===== config.mk =====
export PLATFORM = sky130hd
export DESIGN_NAME = sp2c_gain
export DESIGN_NICKNAME = d
export VERILOG_FILES = /design/src/design/sp2c_pkg.sv /design/src/design/sp2c_gain.sv
export SDC_FILE = /design/constraint.sdc
export NUM_CORES = 2
export LEC_CHECK = 0
export ABC_AREA = 0
export BUFFER_PORTS_ARGS = -buffer_cell sky130_fd_sc_hd__buf_2
export CELL_PAD_IN_SITES_DETAIL_PLACEMENT = 0
export CELL_PAD_IN_SITES_GLOBAL_PLACEMENT = 1
export CORE_AREA = 2 2 312 314
export DETAILED_ROUTE_END_ITERATION = 10
export DIE_AREA = 0 0 314 316
export PLACE_DENSITY_LB_ADDON = 0.3
export SLEW_MARGIN = 20
export SYNTH_ARGS = -nofsm -noshare
export SYNTH_HDL_FRONTEND = slang
export SYNTH_SLANG_ARGS = --single-unit

===== constraint.sdc =====
create_clock -name clk_i -period 3.08 [get_ports clk_i]
set_input_delay 0.77 -clock clk_i [delete_from_list [all_inputs] [get_ports clk_i]]
set_output_delay 0.77 -clock clk_i [all_outputs]
set_load 0.05 [all_outputs]

===== src/design/sp2c_pkg.sv =====
package sp2c_pkg;

  // field widths
  localparam int RANGE_W = 20;
  localparam int INDEX_W = 12;
  localparam int ANGLE_W = 16;
  localparam int POINT_W = 21;

  // datapath widths: x/y carry range << 12 plus cordic growth, z is 2^32 units per turn
  localparam int PRE_SHIFT = 12;
  localparam int XW        = 35;
  localparam int ZW        = 34;
  localparam int ANG_SHIFT = 16;
  localparam int FOLD_W    = ANGLE_W + 1;

  // gain compensation, 0.6072529350 in Q.30
  localparam int GAIN_W            = 30;
  localparam logic [GAIN_W-1:0] GAIN = 30'd652032874;
  localparam int LOW_W             = 17;
  localparam int HI_W              = XW - LOW_W;
  localparam int PL_W              = LOW_W + GAIN_W;
  localparam int PH_W              = HI_W + GAIN_W + 1;
  localparam int SUM_W             = XW + GAIN_W + 1;
  localparam int DROP              = 42;
  localparam int RND_W             = SUM_W - DROP;

  localparam int MAX_STAGES = 24;
  localparam int ATAN_W     = 30;

  // arctangent of 2^-i in 2^-32 turn units
  localparam logic [ATAN_W-1:0] ATAN [MAX_STAGES] = '{
    30'd536870912, 30'd316933406, 30'd167458907, 30'd85004756, 30'd42667331,
    30'd21354465, 30'd10679838, 30'd5340245, 30'd2670163, 30'd1335087,
    30'd667544, 30'd333772, 30'd166886, 30'd83443, 30'd41722, 30'd20861,
    30'd10430, 30'd5215, 30'd2608, 30'd1304, 30'd652, 30'd326, 30'd163, 30'd81
  };

  // configuration register indexes
  localparam int CFG_IDX_W = 4;
  typedef enum logic [CFG_IDX_W-1:0] {
    CFG_START_ANGLE = 4'd0,
    CFG_ANGLE_STEP  = 4'd1
  } cfg_idx_e;

  // control that travels with each beam down the pipeline
  typedef struct packed {
    logic valid;
    logic neg;
    logic last;
  } ctl_t;

endpackage


===== src/design/sp2c_gain.sv =====
module sp2c_gain (
  input  logic                                clk_i,
  input  logic                                rst_ni,
  input  logic                                en_i,
  input  sp2c_pkg::ctl_t                      ctl_i,
  input  logic signed [sp2c_pkg::XW-1:0]      x_i,
  input  logic signed [sp2c_pkg::XW-1:0]      y_i,
  output sp2c_pkg::ctl_t                      ctl_o,
  output logic signed [sp2c_pkg::POINT_W-1:0] x_o,
  output logic signed [sp2c_pkg::POINT_W-1:0] y_o
);

  localparam int NEG_W = sp2c_pkg::RND_W + 1;
  localparam logic signed [NEG_W-1:0] OUT_MAX = 25'sd1048575;
  localparam logic signed [NEG_W-1:0] OUT_MIN = -25'sd1048576;
  localparam logic [sp2c_pkg::SUM_W-1:0] ROUND = sp2c_pkg::SUM_W'(1) << (sp2c_pkg::DROP - 1);
  localparam logic signed [sp2c_pkg::POINT_W-1:0] SAT_HI = 21'sd1048575;
  localparam logic signed [sp2c_pkg::POINT_W-1:0] SAT_LO = -21'sd1048576;

  sp2c_pkg::ctl_t c1_q, c2_q, c3_q;

  always_ff @(posedge clk_i or negedge rst_ni) begin
    if (!rst_ni) begin
      c1_q <= '0;
      c2_q <= '0;
      c3_q <= '0;
    end else if (en_i) begin
      c1_q <= ctl_i;
      c2_q <= c1_q;
      c3_q <= c2_q;
    end
  end

  logic signed [sp2c_pkg::XW-1:0]      comp_in [2];
  logic signed [sp2c_pkg::POINT_W-1:0] comp_out [2];

  assign comp_in[0] = x_i;
  assign comp_in[1] = y_i;

  for (genvar c = 0; c < 2; c++) begin : g_comp
    logic [sp2c_pkg::LOW_W-1:0]         lo;
    logic signed [sp2c_pkg::HI_W-1:0]   hi;
    logic [sp2c_pkg::PL_W-1:0]          pl_q, pl_d;
    logic signed [sp2c_pkg::PH_W-1:0]   ph_q, ph_d;
    logic signed [sp2c_pkg::SUM_W-1:0]  sum;
    logic signed [sp2c_pkg::RND_W-1:0]  rnd_q, rnd_d;
    logic signed [NEG_W-1:0]            sn;
    logic signed [sp2c_pkg::POINT_W-1:0] sat_q, sat_d;

    // stage 1: two partial products of the gain multiply
    assign lo   = comp_in[c][sp2c_pkg::LOW_W-1:0];
    assign hi   = comp_in[c][sp2c_pkg::XW-1:sp2c_pkg::LOW_W];
    assign pl_d = lo * sp2c_pkg::GAIN;
    assign ph_d = hi * $signed({1'b0, sp2c_pkg::GAIN});

    // stage 2: combine, round half up, drop fraction
    assign sum   = (sp2c_pkg::SUM_W'(ph_q) <<< sp2c_pkg::LOW_W)
                   + sp2c_pkg::SUM_W'(pl_q) + ROUND;
    assign rnd_d = sum[sp2c_pkg::SUM_W-1:sp2c_pkg::DROP];

    // stage 3: undo the fold, saturate
    always_comb begin
      sn = c2_q.neg ? -NEG_W'(rnd_q) : NEG_W'(rnd_q);
      if (sn > OUT_MAX) begin
        sat_d = SAT_HI;
      end else if (sn < OUT_MIN) begin
        sat_d = SAT_LO;
      end else begin
        sat_d = sn[sp2c_pkg::POINT_W-1:0];
      end
    end

    always_ff @(posedge clk_i) begin
      if (en_i) begin
        pl_q  <= pl_d;
        ph_q  <= ph_d;
        rnd_q <= rnd_d;
        sat_q <= sat_d;
      end
    end

    assign comp_out[c] = sat_q;
  end

  assign ctl_o = c3_q;
  assign x_o   = comp_out[0];
  assign y_o   = comp_out[1];

endmodule


; ---- Word level (Yosys, flattened, before mapping)
; Cells that the tools add are included.
[totals]
reg_bits = 287
[classes]
add_sub_neg = 6
multipliers = 4
magnitude_cmp = 4
n_mux = 4
[ops]
columns = cell, n
row1 = $add 66x42->66 const B, 2
row2 = $add 66x47->66, 2
row3 = $mul 18x30->48 const B, 2
row4 = $mul 17x29->46 const B, 2
row5 = $gt 25x21->1 const B, 2
row6 = $lt 25x21->1 const B, 2
row7 = $mux 25, 2
row8 = $neg 24->25, 2
row9 = $mux 21, 2

; ---- Longest topological paths before layout
[depth]
word_depth = 4
depth_mapped = 26

; ---- Least setup slack after synthesis
; No wires, ideal clock.
[synth_timing]
kind = input to register
from = input port x_i[23] (netlist bit)
to = register g_comp[0].ph_q[48] (netlist bit) (data pin)
t_arrival_ns = 6.601
required_ns = 2.818
path_slack_ns = -3.783
stages = 23
path_buffers = 0
path_cell_list = fa_1 > inv_1 > fa_1 > inv_1 > fa_1 > fa_1 > inv_1 > fa_1 > inv_1 > fa_1 > ha_1 > a21oi_1 > o21ai_1 > a221o_1 > a21o_1 > a311o_1 > o41ai_2 > nand2b_1 > a22oi_1 > a2111oi_2 > or3_1 > o21ai_1 > xor2_1
[synth_between]
elab_chain_cells = 1
[synth_rtl]
columns = element, line_no
row1 = start: declaration, sp2c_gain.sv:6  ; input logic signed [sp2c_pkg::XW-1:0] x_i,
row2 = $mul 18x30->48, sp2c_gain.sv:54  ; assign ph_d = hi * $signed({1'b0, sp2c_pkg::GAIN});
row3 = "via g_comp[0].ph_d, one bit", sp2c_gain.sv:44  ; logic signed [sp2c_pkg::PH_W-1:0] ph_q, ph_d;
row4 = end signal: assignment, sp2c_gain.sv:76  ; ph_q <= ph_d;
row5 = end: declaration, sp2c_gain.sv:44
; The timed path passes the listed nets, and every way through them passes these cells.
; A chain may end at the register's enable or synchronous reset.

; ---- Final worst setup path
; Ends and elaborated chain as after synthesis.

==> results by group <==
Routing
  • First-pass DRT Iterations: 5
  • Post-route ant nets: 0
  • Vias/cell: 4.83
  • DR WL/cell: 17.4 um
  • Final WL: 117 mm
  • 1st-iter DRT viols: 1277
  • Remaining DRCs: 0
  • Via count: 32498

Timing
  • Slew headroom: 0.561
  • Tcrit/Tclk final: 2.07
  • Maximum clock frequency: 0.157 GHz
  • Max-slew violation count: 0
  • Final period demand of the worst path: 6360 ps
  • Worst Skew: approximately 63 ps
  • Unrepaired setup endpoints after global routing: yes
  • Final-report hold violation count: 0
  • Worst Tran Pin Value: between 600 and 700 ps
  • Setup ws final: -3280 ps
  • # setup viols final: between 150 and 200

Logic synthesis
  • Syn Area/Cell: 10.7 um^2
  • Async set or reset register ratio after synthesis: 0.0356
  • Syn_nets: 5950
  • Leading area contributor after synthesis: fa_1
  • Post-Syn Area: 45700 um^2
  • Most frequent cell after synthesis: inv_1
  • Post-Synthesis Cells: 4274
  • Most used DFF post-synth: edfxtp_1
  • Commonest cells in the netlist: 1259 x inv_1, 802 x fa_1, 798 x ha_1
  • Synth top area cells: fa_1 35%, ha_1 22%, edfxtp_1 16%, inv_1 10%, xor2_1 2.1%
  • Synth cell types: 70
  • Seq/Total Area, Yosys: 0.165
  • Synth warn: 0
  • Seq cells post-synth: 253
  • Post-synth EDFFs: 244
  • Yosys top cell area share: 0.352

Clocking
  • CTS Sinks: between 200 and 300
  • CTS tree: yes
  • Clock buffer depth: 3
  • Cts bufs inserted: 29
  • Clk root buf: clkbuf_16
  • Htree depth: 1
  • Clk_lat worst skew: 630 ps
  • Clock-pin slew on the worst setup and hold paths: 60 ps

Die
  • I/O pins: around 120
  • Die X: 314 um
  • Initial core utilization: 0.476
  • Core ar.: 96000 um^2
  • FP Rows: 114
  • Die ar.: 99200 um^2
  • Vert. Die Dim: approximately 320 um

GRT
  • First-pass GRT wire length: 190 mm
  • GRT busiest layer: met2
  • Met2 Resource Use GR: 0.445
  • Initial antenna violation count: 0
  • Total global-route track usage: 0.247
  • Largest net degree at the start of global routing: 67
  • Met1 usage: 0.318
  • Vias in the first global route: ~36000
  • Met3 GRT Util: 0.0248
  • Total grt overflow: 0

Run
  • Max Cap Viol: 0

Cells and area
  • Fin area: 60200 um^2
  • Final net count: ~7000
  • Finished Layout Cells: 6734
  • FF/Latch Area: 7550 um^2
  • Fill cells: 7897
  • Layout cell share with drive strength beyond 1: 0.321
  • Synth-to-layout area growth: 31.8%
  • Area of the multi-input gates: 36200 um^2

Critical path
  • Crit-path max FO: 2
  • Worst Path Required: roughly 3400 ps
  • Critical path type: input port to flip-flop
  • Crit path arrival time: ~6700 ps
  • Worst Setup EP: g_comp[0].ph_q[48]
  • Critical Path Start Type: input port
  • Critical Path Start: x_i[23]
  • Setup crit end kind: flip-flop
  • Reg2reg setup slack: -300 ps
  • Start of the worst register-to-register path: g_comp[1].pl_q[31]
  • R2R cell count: 14
  • Worst reg2reg endpoint: g_comp[1].rnd_q[18]

Outcome
  • Failing checks: negative setup slack
  • Status: finished, violations left

Placement
  • Placed cells: around 6600
  • GP Congestion: around 1
  • PortBufs: 120
  • Placed cell area: between 50000 and 60000 um^2
  • DPL Wire Length: 105 mm

Hold path
  • Hold Crit Class: input port to flip-flop
## area by class of cell
cell class,count,area share
Multi-Input combinational cell,2739,0.602
Timing Repair Buffer,1153,0.150
Sequential cell,253,0.125
Inverter,1259,0.0789
Tap cell,1276,0.0265
Clock buffer,31,0.0122
Clock inverter,22,0.00464
Antenna cell,1,0.0000416
## timing repair
item | in CTS | in global routing
buffers inserted | 67 | 55
endpoints found under the setup margin | 184 | 225
pin swaps | 211 | 213
hold buffers | 1 | 0
endpoints found under the hold margin | 9 | 0
resized for setup | 330 | 235
## how the worst min path moves through the flow
stage          startpoint  cells after the start  slack (ps)  endpoint
2_1_floorplan      rst_ni                      0         470   c1_q[0]
3_3_place_gp      c1_q[1]                      1         490   c1_q[1]
3_5_place_dp     ctl_o[1]                      1         500  ctl_o[1]
4_1_cts          ctl_i[1]                      2         350   c1_q[1]
5_1_grt          ctl_i[0]                      2         370   c1_q[0]
6_report         ctl_i[2]                      2         390   c1_q[2]
## cell families (layout without fill, tap and decap cells)
group,Yosys count,after routing,share of synthesized area
AOI/OAI and AO/OA,505,505,0.0709
muxes,13,13,0.00310
other,0,1,0
buffers and inverters,1282,2465,0.106
and+or+nand+nor,406,406,0.0437
DFF,253,253,0.165
adders and majority gates,1600,1600,0.570
xor gates and xnor gates,215,215,0.0412
## state kept, by name, summed over array words and instances (netlist names)
| register | cells |
|---|---|
| c1_q | 3 |
| c2_q | 3 |
| ctl_o | 3 |
| g_comp.ph_q | 96 |
| g_comp.pl_q | 58 |
| g_comp.rnd_q | 48 |
| x_o | 21 |
| y_o | 21 |
## per-layer routing
metal | wire length [um] | part of all wire
met5 | 0 | 0
met3 | 3630 | 0.031
met2 | 59800 | 0.51
met1 | 50600 | 0.43
met4 | 3470 | 0.030
## layout by cell type (no fill, tap or decap), types with 20 or more instances in the layout
master and count:
o21ai_1 25, buf_4 959, buf_6 93, o21ai_2 32, ha_4 99, fa_1 744
xor2_1 103, edfxtp_1 244, nand2_1 80, nor2_1 83, o21ai_0 63, ha_1 690
buf_2 78, xnor2_1 94, nand2b_1 20, a21oi_1 61, inv_2 91, o21a_1 26
a21o_1 101, nand3_1 22, clkbuf_16 29, fa_2 58, nor2_2 21, a21oi_2 58
nand4_1 22, inv_1 1159
## stage by stage
stage          setup slack, ps   util  setup TNS [ps]  hold slack, ps
2_1_floorplan            -3740      -         -331430             474
6_report                 -3280  0.627         -328010             393
5_1_grt                  -3480  0.627         -364750             373
3_3_place_gp             -4060  0.586         -440660             485
4_1_cts                  -3290  0.615         -332150             354
3_5_place_dp             -4140  0.586         -446270             495
## critical path, stage by stage
cell       delay, ps
buf_6            100
fa_1             580
inv_2             50
fa_2             530
inv_2             40
fa_1             480
fa_1             490
inv_1             50
fa_1             470
inv_1             50
fa_2             550
ha_4             220
a21oi_4          130
o21ai_2           80
a221o_1          360
a21o_1           190
a311o_1          320
o41ai_4          260
nand2b_4         200
a22oi_2           90
a2111oi_2        290
or3_1            180
o21ai_2           60
xor2_1           150
Power is not shown: default switching activity piles up to over one toggle a cycle in this logic, so the estimate is an artifact.
