===== config.mk =====
export PLATFORM = sky130hd
export DESIGN_NAME = sp2c_angle
export DESIGN_NICKNAME = d
export VERILOG_FILES = /design/src/design/sp2c_pkg.sv /design/src/design/sp2c_angle.sv
export SDC_FILE = /design/constraint.sdc
export NUM_CORES = 1
export LEC_CHECK = 0
export ABC_AREA = 1
export BUFFER_PORTS_ARGS = -buffer_cell sky130_fd_sc_hd__buf_4
export CAP_MARGIN = 20
export CORE_AREA = 5 5 133 110
export CTS_CLUSTER_DIAMETER = 80
export DETAILED_ROUTE_END_ITERATION = 6
export DIE_AREA = 0 0 138 115
export HOLD_SLACK_MARGIN = 0.06
export PLACE_DENSITY = 0.79
export SYNTH_ARGS = -nofsm -noshare
export SYNTH_HDL_FRONTEND = slang
export SYNTH_SLANG_ARGS = --single-unit
export TNS_END_PERCENT = 30

===== constraint.sdc =====
create_clock -name clk_i -period 1.4 [get_ports clk_i]
set_clock_uncertainty 0.05 [all_clocks]
set_input_delay 0.07 -clock clk_i [delete_from_list [all_inputs] [get_ports clk_i]]
set_output_delay 0.07 -clock clk_i [all_outputs]
set_load 0.05 [all_outputs]

===== src/design/sp2c_pkg.sv =====
package sp2c_pkg;

  // field widths
  localparam int RANGE_W = 20;
  localparam int INDEX_W = 12;
  localparam int ANGLE_W = 16;
  localparam int POINT_W = 21;

  // datapath widths: x/y carry range << 12 plus cordic growth, z is 2^32 units per turn
  localparam int PRE_SHIFT = 12;
  localparam int XW        = 35;
  localparam int ZW        = 34;
  localparam int ANG_SHIFT = 16;
  localparam int FOLD_W    = ANGLE_W + 1;

  // gain compensation, 0.6072529350 in Q.30
  localparam int GAIN_W            = 30;
  localparam logic [GAIN_W-1:0] GAIN = 30'd652032874;
  localparam int LOW_W             = 17;
  localparam int HI_W              = XW - LOW_W;
  localparam int PL_W              = LOW_W + GAIN_W;
  localparam int PH_W              = HI_W + GAIN_W + 1;
  localparam int SUM_W             = XW + GAIN_W + 1;
  localparam int DROP              = 42;
  localparam int RND_W             = SUM_W - DROP;

  localparam int MAX_STAGES = 24;
  localparam int ATAN_W     = 30;

  // arctangent of 2^-i in 2^-32 turn units
  localparam logic [ATAN_W-1:0] ATAN [MAX_STAGES] = '{
    30'd536870912, 30'd316933406, 30'd167458907, 30'd85004756, 30'd42667331,
    30'd21354465, 30'd10679838, 30'd5340245, 30'd2670163, 30'd1335087,
    30'd667544, 30'd333772, 30'd166886, 30'd83443, 30'd41722, 30'd20861,
    30'd10430, 30'd5215, 30'd2608, 30'd1304, 30'd652, 30'd326, 30'd163, 30'd81
  };

  // configuration register indexes
  localparam int CFG_IDX_W = 4;
  typedef enum logic [CFG_IDX_W-1:0] {
    CFG_START_ANGLE = 4'd0,
    CFG_ANGLE_STEP  = 4'd1
  } cfg_idx_e;

  // control that travels with each beam down the pipeline
  typedef struct packed {
    logic valid;
    logic neg;
    logic last;
  } ctl_t;

endpackage


===== src/design/sp2c_angle.sv =====
module sp2c_angle (
  input  logic                                   clk_i,
  input  logic                                   rst_ni,
  input  logic                                   en_i,
  input  logic                                   valid_i,
  input  logic [sp2c_pkg::RANGE_W-1:0]           range_i,
  input  logic [sp2c_pkg::INDEX_W-1:0]           index_i,
  input  logic                                   last_i,
  input  logic [sp2c_pkg::ANGLE_W-1:0]           start_i,
  input  logic [sp2c_pkg::ANGLE_W-1:0]           step_i,
  output sp2c_pkg::ctl_t                         ctl_o,
  output logic signed [sp2c_pkg::XW-1:0]         x_o,
  output logic signed [sp2c_pkg::ZW-1:0]         z_o
);

  localparam int PROD_W = sp2c_pkg::INDEX_W + sp2c_pkg::ANGLE_W;
  localparam logic signed [sp2c_pkg::FOLD_W-1:0] QUARTER = 17'sd16384;
  localparam logic signed [sp2c_pkg::FOLD_W-1:0] HALF    = 17'sd32768;

  // stage 1: beam angle
  logic                          v1_q;
  logic                          l1_q;
  logic [sp2c_pkg::ANGLE_W-1:0]  a1_q, a1_d;
  logic [sp2c_pkg::RANGE_W-1:0]  r1_q;
  logic [PROD_W-1:0]             prod;

  assign prod = index_i * step_i;
  assign a1_d = start_i + prod[sp2c_pkg::ANGLE_W-1:0];

  always_ff @(posedge clk_i or negedge rst_ni) begin
    if (!rst_ni) begin
      v1_q <= 1'b0;
    end else if (en_i) begin
      v1_q <= valid_i;
    end
  end

  always_ff @(posedge clk_i) begin
    if (en_i) begin
      a1_q <= a1_d;
      r1_q <= range_i;
      l1_q <= last_i;
    end
  end

  // stage 2: fold into +-quarter turn, set up the vector
  logic signed [sp2c_pkg::FOLD_W-1:0] s_raw, s_fold;
  logic                               neg_d;
  sp2c_pkg::ctl_t                     ctl_q;
  logic signed [sp2c_pkg::XW-1:0]     x_q, x_d;
  logic signed [sp2c_pkg::ZW-1:0]     z_q, z_d;

  always_comb begin
    s_raw  = {a1_q[sp2c_pkg::ANGLE_W-1], a1_q};
    s_fold = s_raw;
    neg_d  = 1'b0;
    if (s_raw > QUARTER) begin
      s_fold = s_raw - HALF;
      neg_d  = 1'b1;
    end else if (s_raw < -QUARTER) begin
      s_fold = s_raw + HALF;
      neg_d  = 1'b1;
    end
    z_d = sp2c_pkg::ZW'(s_fold) <<< sp2c_pkg::ANG_SHIFT;
    x_d = sp2c_pkg::XW'({r1_q, {sp2c_pkg::PRE_SHIFT{1'b0}}});
  end

  always_ff @(posedge clk_i or negedge rst_ni) begin
    if (!rst_ni) begin
      ctl_q <= '0;
    end else if (en_i) begin
      ctl_q.valid <= v1_q;
      ctl_q.neg   <= neg_d;
      ctl_q.last  <= l1_q;
    end
  end

  always_ff @(posedge clk_i) begin
    if (en_i) begin
      x_q        <= x_d;
      z_q        <= z_d;
    end
  end

  assign ctl_o = ctl_q;
  assign x_o   = x_q;
  assign z_o   = z_q;

endmodule


* Yosys cells after proc, flatten, opt, wreduce, memory -nomap -nowiden
Cells that the tools add are included.
Cells by class: $add $sub $neg 3, multipliers 1, magnitude comparators 2, muxes and demuxes 4
Operators by type and width (count):
- $mux W17 | 2
- $add A16 B17 Y17 const B | 1
- $sub A16 B17 Y17 const B | 1
- $add A16 B16 Y16 | 1
- $gt A16 B16 Y1 const B | 1
- $lt A16 B15 Y1 const B | 1
- $mul A12 B16 Y16 | 1
- $mux W1 | 2
Storage, ports and cells: flip-flop bits (word level) 78, input port bits 69, output and inout port bits 72, logic and storage cells 19

* Depth between registers and ports, before layout
Gate-level depths: netlist of run 1.
depth in word-level cells 3, depth in mapped cells 26, mapped depth without buffers 24

* Worst setup path after synthesis of run 1
Ideal clock, no wire load.
path kind input to register, start input index_i[0] (netlist name), end register a1_q[12] (netlist name) (data pin), library setup time 0.262 ns, data arrival time 4.131 ns, data required time 1.088 ns, path slack -3.043 ns, stages on the path 19, buffers on the path 2, cells stage by stage buf_6 > clkbuf_1 > nand2_1 > fa_1 > inv_1 > fa_1 > fa_1 > inv_1 > fa_1 > fa_1 > inv_1 > ha_1 > a21o_1 > a21oi_1 > nand2_1 > nand2_1 > nand2_1 > a21oi_1 > xor2_1
Between the ends: cells in the longest elaborated chain, start to end 2
Ends and longest elaborated chain:
- from (decl) | line sp2c_angle.sv:7 | input logic [sp2c_pkg::INDEX_W-1:0] index_i,
- $mul A12 B16 Y16 | line sp2c_angle.sv:27 | assign prod = index_i * step_i;
- $add A16 B16 Y16 | line sp2c_angle.sv:28 | assign a1_d = start_i + prod[sp2c_pkg::ANGLE_W-1:0];
- net a1_d, one bit | line sp2c_angle.sv:23 | logic [sp2c_pkg::ANGLE_W-1:0] a1_q, a1_d;
- to (signal assigned) | line sp2c_angle.sv:40 | a1_q <= a1_d;
- to (decl) | line sp2c_angle.sv:23
The timed path passes the listed nets, and every way through them passes these cells. A chain may end at the register's enable or synchronous reset.

* Worst setup path after layout of run 1
start input index_i[0] (netlist name), end register a1_q[15] (netlist name) (data pin)
The elaborated chain is that of the path after synthesis.

==> reports/summary.log, run 1 <==
[timing] max frequency 0.241 GHz
[finish] most common cell after layout, fill and taps aside inv_1
[placed_design] Final Wtd Congestion 0.889
[clock_tree] clock-pin slew on the worst setup and hold paths 70 ps
[finish] Filler Cells Inserted 852
[critical_path] required time at the worst-slack endpoint 1450 ps
[finish] Final Instance Area 9540 um2
[pwr] total chip power 23.2 mW
[grt] largest net degree at the start of global routing 30
[finish] layout cells sized above 1 0.301
[placed_design] Placed Cells 1086
[critical_path] Critical Path Source Type input port
[die] initial cell density of the core 0.535
[clock_tree] maximum count of clock buffers along a single path 2
[run_status] run status finished, violations left
[synth] total standard cell area after synthesis 7070 um2
[timing] post-layout min period 4150 ps
[placed_design] count of input and output buffers 109
[die] number of placement rows 38
[grt] first-pass GRT wire length 28800 um
[placed_design] post-detail-place hpwl 12900 um
[synth] Synth Instances 763
[min_path] worst hold path type input port to flop
[critical_path] kind of critical path input port to flop
[run_status] violations in the final reports setup timing
[timing] setup tns final -31330 ps
[finish] growth of design area from synthesis to finish 35.0%
[grt] overall routing resource usage 0.229
[critical_path] cell type of the slowest stage on the worst timing path fa_1
[grt] GR Overflow Total 0
[die] number of placed I/O pins 141
[critical_path] CP dominant cell by count fa_1
[drt] post-detailed-route via-to-cell ratio 5.04
[die] area inside the core boundary 13200 um2
[drt] initial drt markers 610
[synth] synthesized flop and latch total 78
[clock_tree] clock buffer count from CTS 9
[pwr] total leakage power 5.06 nW
[finish] leading cell types in the layout, fill and taps excluded inv_1, nand2_1, buf_4
[timing] count of final max-slew check failures 0
[flow_run] count of maximum capacitance violations 0
[timing] worst slack on hold paths 107 ps
[finish] Final Non-Filler Cells 1140
[drt] Total Wirelength 19700 um
[die] area of the die 15900 um2
[synth] number of synthesis warnings 0
[die] Chip Height 115 um
[critical_path] Crit Path Max Fanout 5
[clock_tree] H-tree levels 3
[pwr] IR drop worst, VDD 1.96 mV
[drt] number of iterations in the first detailed-routing pass 7
[clock_tree] worst skew pair latency 340 ps
[finish] utilization after layout 0.722
[timing] setup repair after global routing missed its margin true
[synth] post-synthesis average cell area 9.26 um2
[synth] sequential area share after synthesis 0.329
[clock_tree] buffer type at the clock tree root clkbuf_16
[finish] nets 1154
[drt] routed wire length per instance 17.3 um
[clock_tree] Sinks on Clock Net 78
[placed_design] Placement Setup Slack -3040 ps
[clock_tree] CTS tree yes
[drt] total number of vias 5742
[pwr] areal power density over the cells 2440 nW/um2
[critical_path] critical path data arrival time 4200 ps
[placed_design] Placement Cell Area 8460 um2
[critical_path] cell-by-cell listing of the critical path bufbuf_16, nand2_1, inv_1, fa_1, fa_1, inv_1, fa_1, fa_1, fa_1, inv_1, ha_4, inv_2, buf_4, o21bai_1, a31oi_1, nand3_2, nand3_1, nand2_1
[critical_path] category of the worst setup path capture point flop
[finish] antenna cell count 0
[drt] Antenna Violating Nets Remaining 0
[timing] smallest setup slack after layout -2750 ps
[die] Die Width 138 um
[timing] count of final hold-check violations 0
[critical_path] worst stage delay on the critical path 560 ps
[drt] remaining routing DRC violations 0
[timing] portion of the clock cycle consumed by the worst path in the final layout 2.97
[synth] number of distinct library cells after synthesis 33
[grt] antenna violations before repair 0
[grt] vias in the first global route 5713
[timing] final number of setup-violating endpoints 17
## per-layer routing
layer / vias to the layer above / routed length [um] / global-route usage
met1: 2747 / 7120 / 0.283
met4: 0 / 775 / 0.0750
met5: - / 0 / 0
li1: 2557 / - / -
met3: 81 / 1470 / 0.0420
met2: 357 / 10300 / 0.414
## power by group
group          internal, mW  switching (mW)
sequential             3.55           0.253
combinational          7.50            9.74
clock                  1.22           0.977
## logic make-up (layout without fill, tap and decap cells)
| logic type | count (synthesis) | after routing | synth area share |
|---|---|---|---|
| simple gates | 230 | 230 | 0.133 |
| mux | 1 | 1 | 0.00159 |
| xor+xnor | 13 | 13 | 0.0161 |
| fa+ha+maj | 130 | 130 | 0.328 |
| buf+inv | 287 | 454 | 0.174 |
| flops | 78 | 78 | 0.329 |
| compound gates | 23 | 23 | 0.0184 |
| other cells | 1 | 31 | 0.000531 |
## layout make-up
cell class / count / area [um2] / share of cell area
Multi-Input combinational cell: 428 / 4000 / 0.419
Clock buffer: 9 / 225 / 0.0236
Inverter: 235 / 890 / 0.0932
Tap cell: 180 / 225 / 0.0236
Clock inverter: 7 / 57.6 / 0.00603
Timing Repair Buffer: 203 / 1820 / 0.191
Sequential cell: 78 / 2320 / 0.243
## flip-flops by register name, summed over array words and instances (netlist names)
name   cells
ctl_o      3
l1_q       1
a1_q      16
z_o       17
x_o       20
r1_q      20
v1_q       1
## final timing paths
kind / startpoint / to / slack (ps) / depth (start not counted)
max: index_i[0] / a1_q[15] / -2750 / 18
min reg2reg: r1_q[16] / x_o[28] / 370 / 0
min in group asynchronous: rst_ni / v1_q / 610 / 3
min: en_i / x_o[29] / 110 / 1
max reg2reg: a1_q[15] / z_o[31] / -90 / 4
max in group asynchronous: rst_ni / ctl_o[2] / 490 / 3
## worst max-delay path: cells and delay by family
kind | cells | cell delay, ps
buffers and inverters | 6 | 610
adders and majority gates | 6 | 2770
and+or+nand+nor | 4 | 400
AOI/OAI and AO/OA | 2 | 350
## Yosys cell counts (all sizes together)
| cell type | n | share of area |
|---|---|---|
| nand2 | 188 | 0.10 |
| nand4 | 1 | 0.00089 |
| a21oi | 10 | 0.0076 |
| mux2 | 1 | 0.0016 |
| clkbuf | 12 | 0.0064 |
| ha | 38 | 0.067 |
| conb | 1 | 0.00053 |
| o21ai | 9 | 0.0069 |
| dfrtp | 4 | 0.014 |
| nor2 | 4 | 0.0021 |
| a31oi | 2 | 0.0018 |
| and2 | 2 | 0.0018 |
| nand3b | 1 | 0.0011 |
| inv | 235 | 0.12 |
| edfxtp | 74 | 0.31 |
| nand3 | 27 | 0.020 |
| o21bai | 1 | 0.0011 |
| xor2 | 10 | 0.012 |
| a21o | 1 | 0.0011 |
| xnor2 | 3 | 0.0037 |
| fa | 92 | 0.26 |
| buf | 40 | 0.043 |
| nor4 | 4 | 0.0035 |
| nor3 | 3 | 0.0028 |
## what timing repair did
action	CTS	global route
gates cloned	2	1
gates resized for setup	68	46
hold buffers	25	0
pin swaps	68	41
buffers inserted	6	4
hold endpoints to repair	27	0
endpoints found under the setup margin	18	18
No activity file was read; power rests on OpenSTA's default activity.
==> run 2, diff against run 1 <==
BUFFER_PORTS_ARGS = -buffer_cell sky130_fd_sc_hd__clkbuf_2   (was -buffer_cell sky130_fd_sc_hd__buf_4)
CORE_AREA = 5 5 178 146   (was 5 5 133 110)
DIE_AREA = 0 0 183 151   (was 0 0 138 115)
PLACE_DENSITY = 0.48   (was 0.79)
==> reports/summary.log, run 2 (same netlist as run 1, synthesis figures left out) <==
[run_status] run status finished, violations left
[run_status] violations in the final reports setup timing
[grt] antenna violations before repair 0
[timing] final number of setup-violating endpoints 14
[timing] count of final max-slew check failures 0
[pwr] IR drop worst, VDD 1.28 mV
[clock_tree] worst skew pair latency 330 ps
[critical_path] required time at the worst-slack endpoint 1440 ps
[drt] remaining routing DRC violations 0
[clock_tree] H-tree levels 3
[pwr] Cell Int Power 11.9 mW
[die] Die Width 183 um
[grt] vias in the first global route 5246
[grt] overall routing resource usage 0.120
[finish] layout cells sized above 1 0.306
[min_path] worst hold path type input port to flop
[pwr] areal power density over the cells 2200 nW/um2
[timing] portion of the clock cycle consumed by the worst path in the final layout 2.85
[finish] most common cell after layout, fill and taps aside inv_1
[clock_tree] Sinks on Clock Net 78
[clock_tree] CTS tree yes
[timing] count of final hold-check violations 0
[drt] routed wire length per instance 12.8 um
[clock_tree] maximum count of clock buffers along a single path 2
[timing] max frequency 0.251 GHz
[die] number of placed I/O pins 141
[critical_path] category of the worst setup path capture point flop
[die] area of the die 27600 um2
[drt] Antenna Violating Nets Remaining 0
[finish] nets 1160
[critical_path] logic depth of the worst register-to-register path 4
[clock_tree] buffer type at the clock tree root clkbuf_16
[finish] antenna cell count 0
[pwr] total chip power 21.1 mW
[clock_tree] clock buffer count from CTS 9
[drt] initial drt markers 163
[die] Chip Height 151 um
[grt] first-pass GRT wire length 26500 um
[grt] GR Overflow Total 0
[die] area inside the core boundary 23900 um2
[critical_path] critical path data arrival time 4020 ps
[pwr] total leakage power 5.04 nW
[die] initial cell density of the core 0.295
[pwr] Seq pwr share 0.178
[placed_design] count of input and output buffers 109
[pwr] Comb pwr share 0.706
[drt] Total Wirelength 16400 um
[min_path] cell count of the worst hold path 3
[critical_path] kind of critical path input port to flop
[drt] number of iterations in the first detailed-routing pass 4
[critical_path] Crit Path Max Fanout 4
[finish] leading cell types in the layout, fill and taps excluded inv_1, nand2_1, clkbuf_2
[placed_design] Final Wtd Congestion 0.805
[finish] growth of design area from synthesis to finish 35.7%
[clock_tree] clock-pin slew on the worst setup and hold paths 60 ps
[finish] Filler Cells Inserted 2370
[die] number of placement rows 51
[drt] post-detailed-route via-to-cell ratio 3.92
[timing] post-layout min period 3980 ps
[flow_run] count of maximum capacitance violations 0
[pwr] net switching share of the total power 0.434
[placed_design] post-detail-place hpwl 13700 um
[placed_design] Placement Setup Slack -3140 ps
[pwr] share of power burned in the clock network 0.116
[critical_path] Critical Path Source Type input port
[timing] setup repair after global routing missed its margin true
[timing] smallest setup slack after layout -2580 ps
[grt] largest net degree at the start of global routing 25
[pwr] switching power 9.16 mW
[drt] total number of vias 5028
-- run 2: cell count changes in the layout (fill, tap and decap cells not counted), sizes merged --
cell,delta
dlymetal6s4s,+1
bufinv,+2
clkinvlp,-1
dlygate4sd3,-1
clkbuf,+101
bufbuf,-1
clkinv,-1
buf,-94
inv,-1
-- run 2: worst paths after layout --
kind                            startpoint        to  slack (ps)
worst max register to register     a1_q[0]   z_o[31]           0
worst max-delay path            index_i[8]  a1_q[15]       -2580
max in group asynchronous           rst_ni  ctl_o[1]         530
min in group asynchronous           rst_ni      v1_q         600
worst min-delay path            start_i[1]   a1_q[1]         130
worst min register to register    r1_q[11]   x_o[23]         370
-- run 2: metal layers --
| layer | share of wire | vias to the layer above | global-route usage | wire [um] |
|---|---|---|---|---|
| met4 | 0.0083 | 0 | 0.0179 | 136 |
| met3 | 0.037 | 12 | 0.0267 | 614 |
| met1 | 0.49 | 2380 | 0.169 | 8000 |
| met5 | 0 | - | 0 | 0 |
| li1 | - | 2560 | - | - |
| met2 | 0.47 | 76 | 0.196 | 7670 |
-- run 2: worst max-delay path, cell delays in order --
cell,delay [ps]
clkbuf_4,150
nand2_1,80
inv_1,50
fa_1,480
fa_1,530
fa_1,510
fa_1,570
inv_2,60
fa_1,510
inv_2,50
ha_4,270
inv_4,40
nor4_4,280
nand3_1,120
nand3_2,110
inv_2,30
nand3_1,60
nand2_1,50
-- run 2: cell type report --
class	count	area [um2]	area share
repair buffers	209	1660	0.173
clock buffers	9	225	0.0235
clock inverters	6	86.3	0.00900
inverters	235	890	0.0927
multi-input cells	428	4010	0.418
well taps	318	398	0.0415
flip-flops and latches	78	2320	0.242
-- run 2: power by group through the flow --
stage	sequential, mW	clock [mW]	combinational, mW
after floorplan	4.39	0	8.18
after global placement	3.79	0	12.9
after detailed placement	3.81	0	13.0
after CTS	3.76	2.52	14.3
after global routing	3.82	2.63	16.7
final	3.76	2.43	14.9
-- run 2: metrics by stage --
stage	hold slack, ps	cell area [um2]	instances	setup TNS (ps)	util
finish	128	9590	1283	-29650	0.401
global route	130	9590	1283	-31770	0.401
CTS	122	9350	1278	-30600	0.391
detailed placement	-169	8440	1232	-37760	0.353
global placement	-168	8440	1232	-37300	0.353
floorplan	-276	7380	793	-31840	-
-- run 2: timing repair --
item,CTS,global route
hold buffers,25,0
cloned,0,2
endpoints found under the hold margin,27,0
setup endpoints to repair,18,19
setup buffers,6,3
resized for setup,69,61
pin swaps,35,33
